$ cat config.mk
export PLATFORM = sky130hd
export DESIGN_NAME = scaled_color_keyed_blit
export DESIGN_NICKNAME = d
export VERILOG_FILES = /design/src/scb_pkg.sv /design/src/scb_cfg_regs.sv /design/src/scb_walker.sv /design/src/scaled_color_keyed_blit.sv
export VERILOG_INCLUDE_DIRS = /design/src /design/src/src
export SDC_FILE = /design/constraint.sdc
export NUM_CORES = 2
export LEC_CHECK = 0
export BUFFER_PORTS_ARGS = -buffer_cell sky130_fd_sc_hd__buf_2
export CAP_MARGIN = 5
export CORE_MARGIN = 8
export CORE_UTILIZATION = 59
export CTS_BUF_LIST = sky130_fd_sc_hd__clkbuf_8
export DETAILED_ROUTE_END_ITERATION = 16
export GPL_ROUTABILITY_DRIVEN = 0
export PLACE_DENSITY = 0.85
export SYNTH_ARGS = -nofsm -noshare
export SYNTH_HDL_FRONTEND = slang
export SYNTH_SLANG_ARGS = --single-unit
$ cat constraint.sdc
create_clock -name aclk -period 10.8 [get_ports aclk]
set_input_delay 1.62 -clock aclk [delete_from_list [all_inputs] [get_ports aclk]]
set_output_delay 1.62 -clock aclk [all_outputs]
set_load 0.01 [all_outputs]
$ cat src/scaled_color_keyed_blit_defines.svh
// Assertion macros shared by the blit RTL.
// The sampling clock is aclk. SCB_ASSERT holds its check off while aresetn is low;
// SCB_ASSERT_ALWAYS checks during reset as well.
`ifndef SCALED_COLOR_KEYED_BLIT_DEFINES_SVH
`define SCALED_COLOR_KEYED_BLIT_DEFINES_SVH
`ifndef ASSERT_OFF
`define SCB_ASSERT(lbl, prop) \
    lbl: assert property (@(posedge aclk) disable iff (!aresetn) prop) \
        else $error("blit assertion failed");
`define SCB_ASSERT_ALWAYS(lbl, prop) \
    lbl: assert property (@(posedge aclk) prop) \
        else $error("blit assertion failed");
`else
`define SCB_ASSERT(lbl, prop)
`define SCB_ASSERT_ALWAYS(lbl, prop)
`endif
`endif

$ cat src/scb_pkg.sv
package scb_pkg;

    // Largest usable rectangle dimension; larger settings are clamped.
    localparam logic [12:0] MAX_DIM = 13'd4096;

    // Configuration register indexes.
    typedef enum logic [2:0] {
        CFG_DEST_START = 3'd0,
        CFG_SRC_BASE   = 3'd1,
        CFG_DEST_PITCH = 3'd2,
        CFG_SRC_PITCH  = 3'd3,
        CFG_OUT_WIDTH  = 3'd4,
        CFG_OUT_HEIGHT = 3'd5,
        CFG_STEP       = 3'd6,
        CFG_KEY_COLOUR = 3'd7
    } cfg_index_t;

    // Current configuration as seen by the datapath.
    typedef struct packed {
        logic [31:0]        dest_start_address;
        logic [31:0]        src_base_address;
        logic [12:0]        dest_pitch;
        logic [12:0]        src_pitch;
        logic [12:0]        out_width;
        logic [12:0]        out_height;
        logic [31:0]        step;
        logic signed [15:0] key_colour;
    } cfg_t;

    // Address walker answer for the request being processed.
    typedef struct packed {
        logic        valid;
        logic [31:0] dest_address;
        logic [31:0] next_src_address;
        logic        last;
    } walk_t;

endpackage

$ cat src/scb_cfg_regs.sv
module scb_cfg_regs (
    input  logic          aclk,
    input  logic          aresetn,
    input  logic          cfg_wr_en,
    input  logic [2:0]    cfg_index,
    input  logic [31:0]   cfg_wdata,
    output scb_pkg::cfg_t cfg
);
    import scb_pkg::*;

    cfg_t cfg_reg;
    cfg_t cfg_next;

    // Decode the register write.
    always_comb begin
        cfg_next = cfg_reg;
        if (cfg_wr_en) begin
            unique case (cfg_index)
                CFG_DEST_START: cfg_next.dest_start_address = cfg_wdata;
                CFG_SRC_BASE:   cfg_next.src_base_address   = cfg_wdata;
                CFG_DEST_PITCH: cfg_next.dest_pitch         = cfg_wdata[12:0];
                CFG_SRC_PITCH:  cfg_next.src_pitch          = cfg_wdata[12:0];
                CFG_OUT_WIDTH:  cfg_next.out_width          = cfg_wdata[12:0];
                CFG_OUT_HEIGHT: cfg_next.out_height         = cfg_wdata[12:0];
                CFG_STEP:       cfg_next.step               = cfg_wdata;
                CFG_KEY_COLOUR: cfg_next.key_colour         = cfg_wdata[15:0];
                default:        cfg_next = cfg_reg;
            endcase
        end
    end

    always_ff @(posedge aclk) begin
        if (!aresetn) begin
            cfg_reg.dest_start_address <= 32'd0;
            cfg_reg.src_base_address   <= 32'd0;
            cfg_reg.dest_pitch         <= 13'd1;
            cfg_reg.src_pitch          <= 13'd1;
            cfg_reg.out_width          <= 13'd0;
            cfg_reg.out_height         <= 13'd0;
            cfg_reg.step               <= 32'h0001_0000;
            cfg_reg.key_colour         <= 16'sd0;
        end else begin
            cfg_reg <= cfg_next;
        end
    end

    assign cfg = cfg_reg;

endmodule

$ cat src/scb_walker.sv
`include "scaled_color_keyed_blit_defines.svh"

module scb_walker (
    input  logic          aclk,
    input  logic          aresetn,
    input  scb_pkg::cfg_t cfg,
    input  logic          fire,
    output scb_pkg::walk_t walk
);
    import scb_pkg::*;

    logic [31:0] col_acc_reg,  col_acc_next;
    logic [15:0] row_frac_reg, row_frac_next;
    logic [31:0] src_row_reg,  src_row_next;
    logic [31:0] dest_row_reg, dest_row_next;
    logic [12:0] col_idx_reg,  col_idx_next;
    logic [12:0] row_idx_reg,  row_idx_next;

    logic [12:0] width_lim;
    logic [12:0] height_lim;
    logic        empty;
    logic [12:0] col_inc;
    logic [12:0] row_inc;
    logic        row_end;
    logic        rect_end;
    logic [31:0] row_sum;
    logic [29:0] src_row_step;
    logic        walk_at_origin;

    // Clamp the rectangle size to the supported maximum.
    assign width_lim  = (cfg.out_width  > MAX_DIM) ? MAX_DIM : cfg.out_width;
    assign height_lim = (cfg.out_height > MAX_DIM) ? MAX_DIM : cfg.out_height;
    assign empty      = (width_lim == 13'd0) || (height_lim == 13'd0);

    // Row and rectangle end detection.
    assign col_inc  = col_idx_reg + 13'd1;
    assign row_inc  = row_idx_reg + 13'd1;
    assign row_end  = (col_inc >= width_lim);
    assign rect_end = row_end && (row_inc >= height_lim);

    // Vertical advance: whole units of the row sum move on by source pitches.
    assign row_sum      = {16'd0, row_frac_reg} + cfg.step;
    assign src_row_step = {14'd0, row_sum[31:16]} * {16'd0, cfg.src_pitch, 1'b0};

    always_comb begin
        col_acc_next  = col_acc_reg;
        row_frac_next = row_frac_reg;
        src_row_next  = src_row_reg;
        dest_row_next = dest_row_reg;
        col_idx_next  = col_idx_reg;
        row_idx_next  = row_idx_reg;
        if (rect_end) begin
            col_acc_next  = 32'd0;
            row_frac_next = 16'd0;
            src_row_next  = 32'd0;
            dest_row_next = 32'd0;
            col_idx_next  = 13'd0;
            row_idx_next  = 13'd0;
        end else if (row_end) begin
            col_acc_next  = 32'd0;
            row_frac_next = row_sum[15:0];
            src_row_next  = src_row_reg + {2'd0, src_row_step};
            dest_row_next = dest_row_reg + {18'd0, cfg.dest_pitch, 1'b0};
            col_idx_next  = 13'd0;
            row_idx_next  = row_inc;
        end else begin
            col_acc_next  = col_acc_reg + cfg.step;
            col_idx_next  = col_inc;
        end
    end

    // Addresses for the current request.
    always_comb begin
        walk.valid        = !empty;
        walk.dest_address = cfg.dest_start_address + dest_row_reg
                          + {18'd0, col_idx_reg, 1'b0};
        walk.next_src_address = cfg.src_base_address + src_row_next
                              + {15'd0, col_acc_next[31:16], 1'b0};
        walk.last         = rect_end;
    end

    // Walk state advances only on a request that produces a result.
    always_ff @(posedge aclk) begin
        if (!aresetn) begin
            col_acc_reg  <= 32'd0;
            row_frac_reg <= 16'd0;
            src_row_reg  <= 32'd0;
            dest_row_reg <= 32'd0;
            col_idx_reg  <= 13'd0;
            row_idx_reg  <= 13'd0;
        end else if (fire && !empty) begin
            col_acc_reg  <= col_acc_next;
            row_frac_reg <= row_frac_next;
            src_row_reg  <= src_row_next;
            dest_row_reg <= dest_row_next;
            col_idx_reg  <= col_idx_next;
            row_idx_reg  <= row_idx_next;
        end
    end

    // The walk sits at the first pixel of the rectangle.
    assign walk_at_origin = (col_idx_reg == 13'd0) && (row_idx_reg == 13'd0)
                         && (col_acc_reg == 32'd0) && (src_row_reg == 32'd0);

    `SCB_ASSERT(a_col_in_range, col_idx_reg < MAX_DIM)
    `SCB_ASSERT(a_row_in_range, row_idx_reg < MAX_DIM)
    `SCB_ASSERT(a_rect_end_clears, fire && !empty && rect_end |=> walk_at_origin)
    `SCB_ASSERT(a_empty_holds, fire && empty |=> $stable({col_idx_reg, row_idx_reg, col_acc_reg}))

endmodule

$ cat src/scaled_color_keyed_blit.sv
// An accepted request waits in the input register and moves to the result register on m_*
// once that stage is free or is being drained by m_tready.
// Throughput: one request per cycle unless m_tready back-pressure stalls the result stage.
// A request made while width or height is zero is consumed and gives no result.
// Reset: aresetn is synchronous and active low; it empties both pipeline stages,
// returns the walk to the first pixel and loads the register defaults.
`include "scaled_color_keyed_blit_defines.svh"

module scaled_color_keyed_blit (
    input  logic        aclk,
    input  logic        aresetn,
    // Configuration write port
    input  logic        cfg_wr_en,
    input  logic [2:0]  cfg_index,
    input  logic [31:0] cfg_wdata,
    // Source pixel stream
    input  logic        s_tvalid,
    output logic        s_tready,
    input  logic [15:0] s_tdata,   // [15:0] src_pixel
    // Destination write stream
    output logic        m_tvalid,
    input  logic        m_tready,
    output logic [79:0] m_tdata,   // [31:0] dest_address, [47:32] pixel_value,
                                   // [79:48] next_src_address
    output logic [0:0]  m_tuser,   // [0] write_enable
    output logic        m_tlast    // last
);
    import scb_pkg::*;

    cfg_t  cfg;
    walk_t walk;

    logic               in_valid_reg, in_valid_next;
    logic signed [15:0] in_pixel_reg;
    logic               out_valid_reg, out_valid_next;
    logic [31:0]        out_dest_reg;
    logic [31:0]        out_nsrc_reg;
    logic [15:0]        out_pixel_reg;
    logic               out_we_reg;
    logic               out_last_reg;

    logic advance;
    logic fire;
    logic s_accept;
    logic nsrc_at_base;

    scb_cfg_regs u_cfg (
        .aclk      (aclk),
        .aresetn   (aresetn),
        .cfg_wr_en (cfg_wr_en),
        .cfg_index (cfg_index),
        .cfg_wdata (cfg_wdata),
        .cfg       (cfg)
    );

    scb_walker u_walker (
        .aclk    (aclk),
        .aresetn (aresetn),
        .cfg     (cfg),
        .fire    (fire),
        .walk    (walk)
    );

    // Stage handshakes: the input stage moves on whenever the result stage is free.
    assign advance  = !out_valid_reg || m_tready;
    assign fire     = in_valid_reg && advance;
    assign s_tready = !in_valid_reg || advance;
    assign s_accept = s_tvalid && s_tready;

    always_comb begin
        in_valid_next = in_valid_reg;
        if (s_accept) begin
            in_valid_next = 1'b1;
        end else if (fire) begin
            in_valid_next = 1'b0;
        end
    end

    always_comb begin
        out_valid_next = out_valid_reg;
        if (fire) begin
            out_valid_next = walk.valid;
        end else if (m_tready) begin
            out_valid_next = 1'b0;
        end
    end

    // Input register.
    always_ff @(posedge aclk) begin
        if (!aresetn) begin
            in_valid_reg <= 1'b0;
        end else begin
            in_valid_reg <= in_valid_next;
        end
    end

    always_ff @(posedge aclk) begin
        if (s_accept) begin
            in_pixel_reg <= s_tdata;
        end
    end

    // Result register.
    always_ff @(posedge aclk) begin
        if (!aresetn) begin
            out_valid_reg <= 1'b0;
        end else begin
            out_valid_reg <= out_valid_next;
        end
    end

    always_ff @(posedge aclk) begin
        if (fire) begin
            out_dest_reg  <= walk.dest_address;
            out_nsrc_reg  <= walk.next_src_address;
            out_pixel_reg <= in_pixel_reg;
            out_we_reg    <= (in_pixel_reg != cfg.key_colour);
            out_last_reg  <= walk.last;
        end
    end

    assign m_tvalid = out_valid_reg;
    assign m_tdata  = {out_nsrc_reg, out_pixel_reg, out_dest_reg};
    assign m_tuser  = out_we_reg;
    assign m_tlast  = out_last_reg;

    // The held next source address points back at the source base.
    assign nsrc_at_base = (out_nsrc_reg == cfg.src_base_address);

    `SCB_ASSERT_ALWAYS(a_ready_only_blocked_by_stage, !s_tready |-> in_valid_reg && out_valid_reg)
    `SCB_ASSERT(a_last_restarts_source, out_valid_reg && out_last_reg |-> nsrc_at_base)
    `SCB_ASSERT(a_result_needs_fire, $rose(out_valid_reg) |-> $past(fire))

endmodule
==> out/qor.yml <==
syn-num-nets: 3998
yosys.area.top_type: "dfxtp_1"
holdCritPathClass: "flip-flop to flip-flop"
crit_slowest_cell: "fa_1"
area_growth_syn_to_layout_pct: 18.89
rows: 83
num_vias: 27790
num-nets-final: 4328
ys_top_cells_by_area: "dfxtp_1, fa_1, ha_1"
numCtsBuffers: 60
reg2reg_to: "out_nsrc_reg[28]"
hold_slack_ns: 0.4402
rsz0062_at_grt: "yes"
cp-end-kind: "flip-flop"
hold_depth: 0
synth_edf_count: 98
grt_max_degree: 108
powerDensity_nw_per_um2: 91.44
yosys_warnings: 0
drtIter0Drc: 2942
dp_slack_ns: -0.4884
hold_buffers: 0
worst_pin_slew_ns: 1.350
violations: "negative setup slack"
crit_top_cell: "fa_1"
cts_sinks: 401
slowest_delay_ns: 0.55
layout_setup_ws_ns: -0.6160
antenna_left: 0
arrival_ns: 11.81
cts.reportedPaths.clkPinSlew_ns: 0.07
initial_utilization: 0.5958
port_buffers: 139
drive_gt1_frac: 0.1938
utilization: 0.7083
clock.fmax_ghz: 0.08760
post-synth-top-count-cell: "nand2_1"
die_x_um: 243.6
grt_pass1_wl_um: 137300
path_class: "flip-flop to flip-flop"
p_leak_nw: 16.81
reg2regPathDepth: 54
antenna_found_initial: 2
relSlewSlack: 0.1003
synth.cell_area_um2: 30570
synth.avg_cell_area_um2: 8.809
critPathLaunchType: "flip-flop"
drc_errors: 0
synth.distinct_cells: 83
drt_pass1_iterations: 6
ys.flop_type: "dfxtp_1"
hold_path.startpoint: "u_cfg.cfg[132]"
cts_tree: "yes"
ys_seq_elements: 401
vias_per_cell: 6.133
crit_fanout: 4
wire_per_inst_um: 20.69
status: "complete, but fails checks"
final-setup-viol-count: 13
grt_pass1_vias: 26620
fin_skew_ns: 0.03886
design.core.area_um2: 51300
die_h_um: 243.6
hpwlAfterDp_um: 61500
largest_register_ffs: 164
clk_latency_ns: 0.67
dp.cells: 4364
cap_violations: 0
synthCells: 3470
ys_seq_area_frac: 0.2947
clockBufferDepth: 3
final_cells: 4531
synthTopCellsByCount: "nand2_1, dfxtp_1, ha_1, inv_1, fa_1"
grt_overflow_total: 0
track_usage: 0.2802
final_max_slew_viol_count: 0
critPathRequiredTime_ns: 11.20
synth_top_area_frac: 0.1985
fillers: 3479
root_buffer: "clkbuf_8"
peakVddDrop_mv: 0.1009
r2r_start: "u_cfg.cfg[16]"
ios: 140
totalWireLength_um: 93770
synth-async-reset-ratio: 0
fp.dieArea_um2: 59350
finalHoldViolations: 0
holdPathEnd: "out_dest_reg[0]"
layout_worst_path_cycle_share: 1.057
min_period_ns: 11.42
rrSetupSlack_ns: -0.62
fin_tns_setup_ns: -4.695
htreeDepth: 2
[how the worst max path moves through the flow]
stage,from,endpoint
floorplan,u_cfg.cfg[16],out_nsrc_reg[28]
global placement,u_cfg.cfg[17],out_nsrc_reg[28]
detailed placement,u_cfg.cfg[16],out_nsrc_reg[28]
CTS,u_cfg.cfg[16],out_nsrc_reg[29]
global route,u_cfg.cfg[16],out_nsrc_reg[30]
finish,u_cfg.cfg[16],out_nsrc_reg[28]
[kinds of logic (layout without fill, tap and decap cells)]
logic type | after synthesis | after routing | synth area share
AOI/OAI and AO/OA | 761 | 761 | 0.1723
other | 1 | 3 | 0.0001227
DFF | 401 | 401 | 0.2947
and+or+nand+nor | 1183 | 1183 | 0.1739
muxes | 1 | 1 | 0.0003275
xor gates and xnor gates | 224 | 224 | 0.06443
adders and majority gates | 472 | 472 | 0.2396
buffers and inverters | 427 | 806 | 0.05457
[power by group]
group          leakage, nW  switching (mW)  total [mW]  internal, mW
clock                0.748           0.635        1.39         0.757
sequential            3.37          0.0276        1.60          1.57
combinational         12.7           0.216       0.330         0.114
total                 16.8           0.879        3.32          2.44
[stage by stage]
stage | power [mW] | area, um^2
2_1_floorplan | 1.804 | 30570
3_3_place_gp | 1.919 | 33210
3_5_place_dp | 1.926 | 33210
4_1_cts | 3.292 | 35280
5_1_grt | 3.406 | 36340
6_report | 3.323 | 36340
[layout by cell type (no fill, tap or decap), types with 21 or more instances in the layout]
cell type  synthesis  layout
inv_1            281     281
a21oi_1          149     119
and3_1            41      37
dfxtp_1          303     301
edfxtp_1          98      98
buf_4             11     254
fa_1             189     182
a21boi_0         187     187
a21o_1            74      74
ha_1             283     242
and2_1           132     121
o21a_1            26      26
a21oi_2            4      28
ha_4               0      36
o21bai_1          28      25
xor2_1            97      89
a22o_1            41      40
clkbuf_8           0      73
nand2_1          670     660
xnor2_1          126     116
buf_2             16     138
nand3_1           59      53
nor2b_1           23      22
nand2b_1          33      32
buf_6              0      21
nor2_1           141     127
o21ai_0          114      97
[metal layers]
layer,global-route usage,wire (um),share of wire
met2,0.4716,44430,0.47
met1,0.3526,34630,0.37
met4,0.1206,5600,0.060
met3,0.04748,9101,0.097
met5,0,0,0
[worst max-delay path, delay by kind of cell, from the launching register on]
family	cells	cell delay, ns
fa+ha+maj	11	4.08
compound gates	19	3.83
simple gates	11	1.35
buf+inv	9	0.90
xor+xnor	4	0.63
flops	1	0.34
[what timing repair did]
item	CTS	global route
endpoints found under the hold margin	0	0
gates resized for setup	97	175
endpoints found under the setup margin	11	15
setup buffers	25	30
pin swaps	60	156
[final cells by class]
class | instances | area [um^2] | area share
clock inverter | 38 | 325.3 | 0.008952
timing repair buffer | 414 | 2854 | 0.07854
tap | 680 | 850.8 | 0.02341
sequential | 401 | 9011 | 0.2480
multi-input combinational | 2642 | 21230 | 0.5843
inverter | 281 | 1055 | 0.02903
antenna | 2 | 5.005 | 0.0001377
clock buffer | 73 | 1005 | 0.02765
Note: power is estimated with default switching activity, not from simulation.
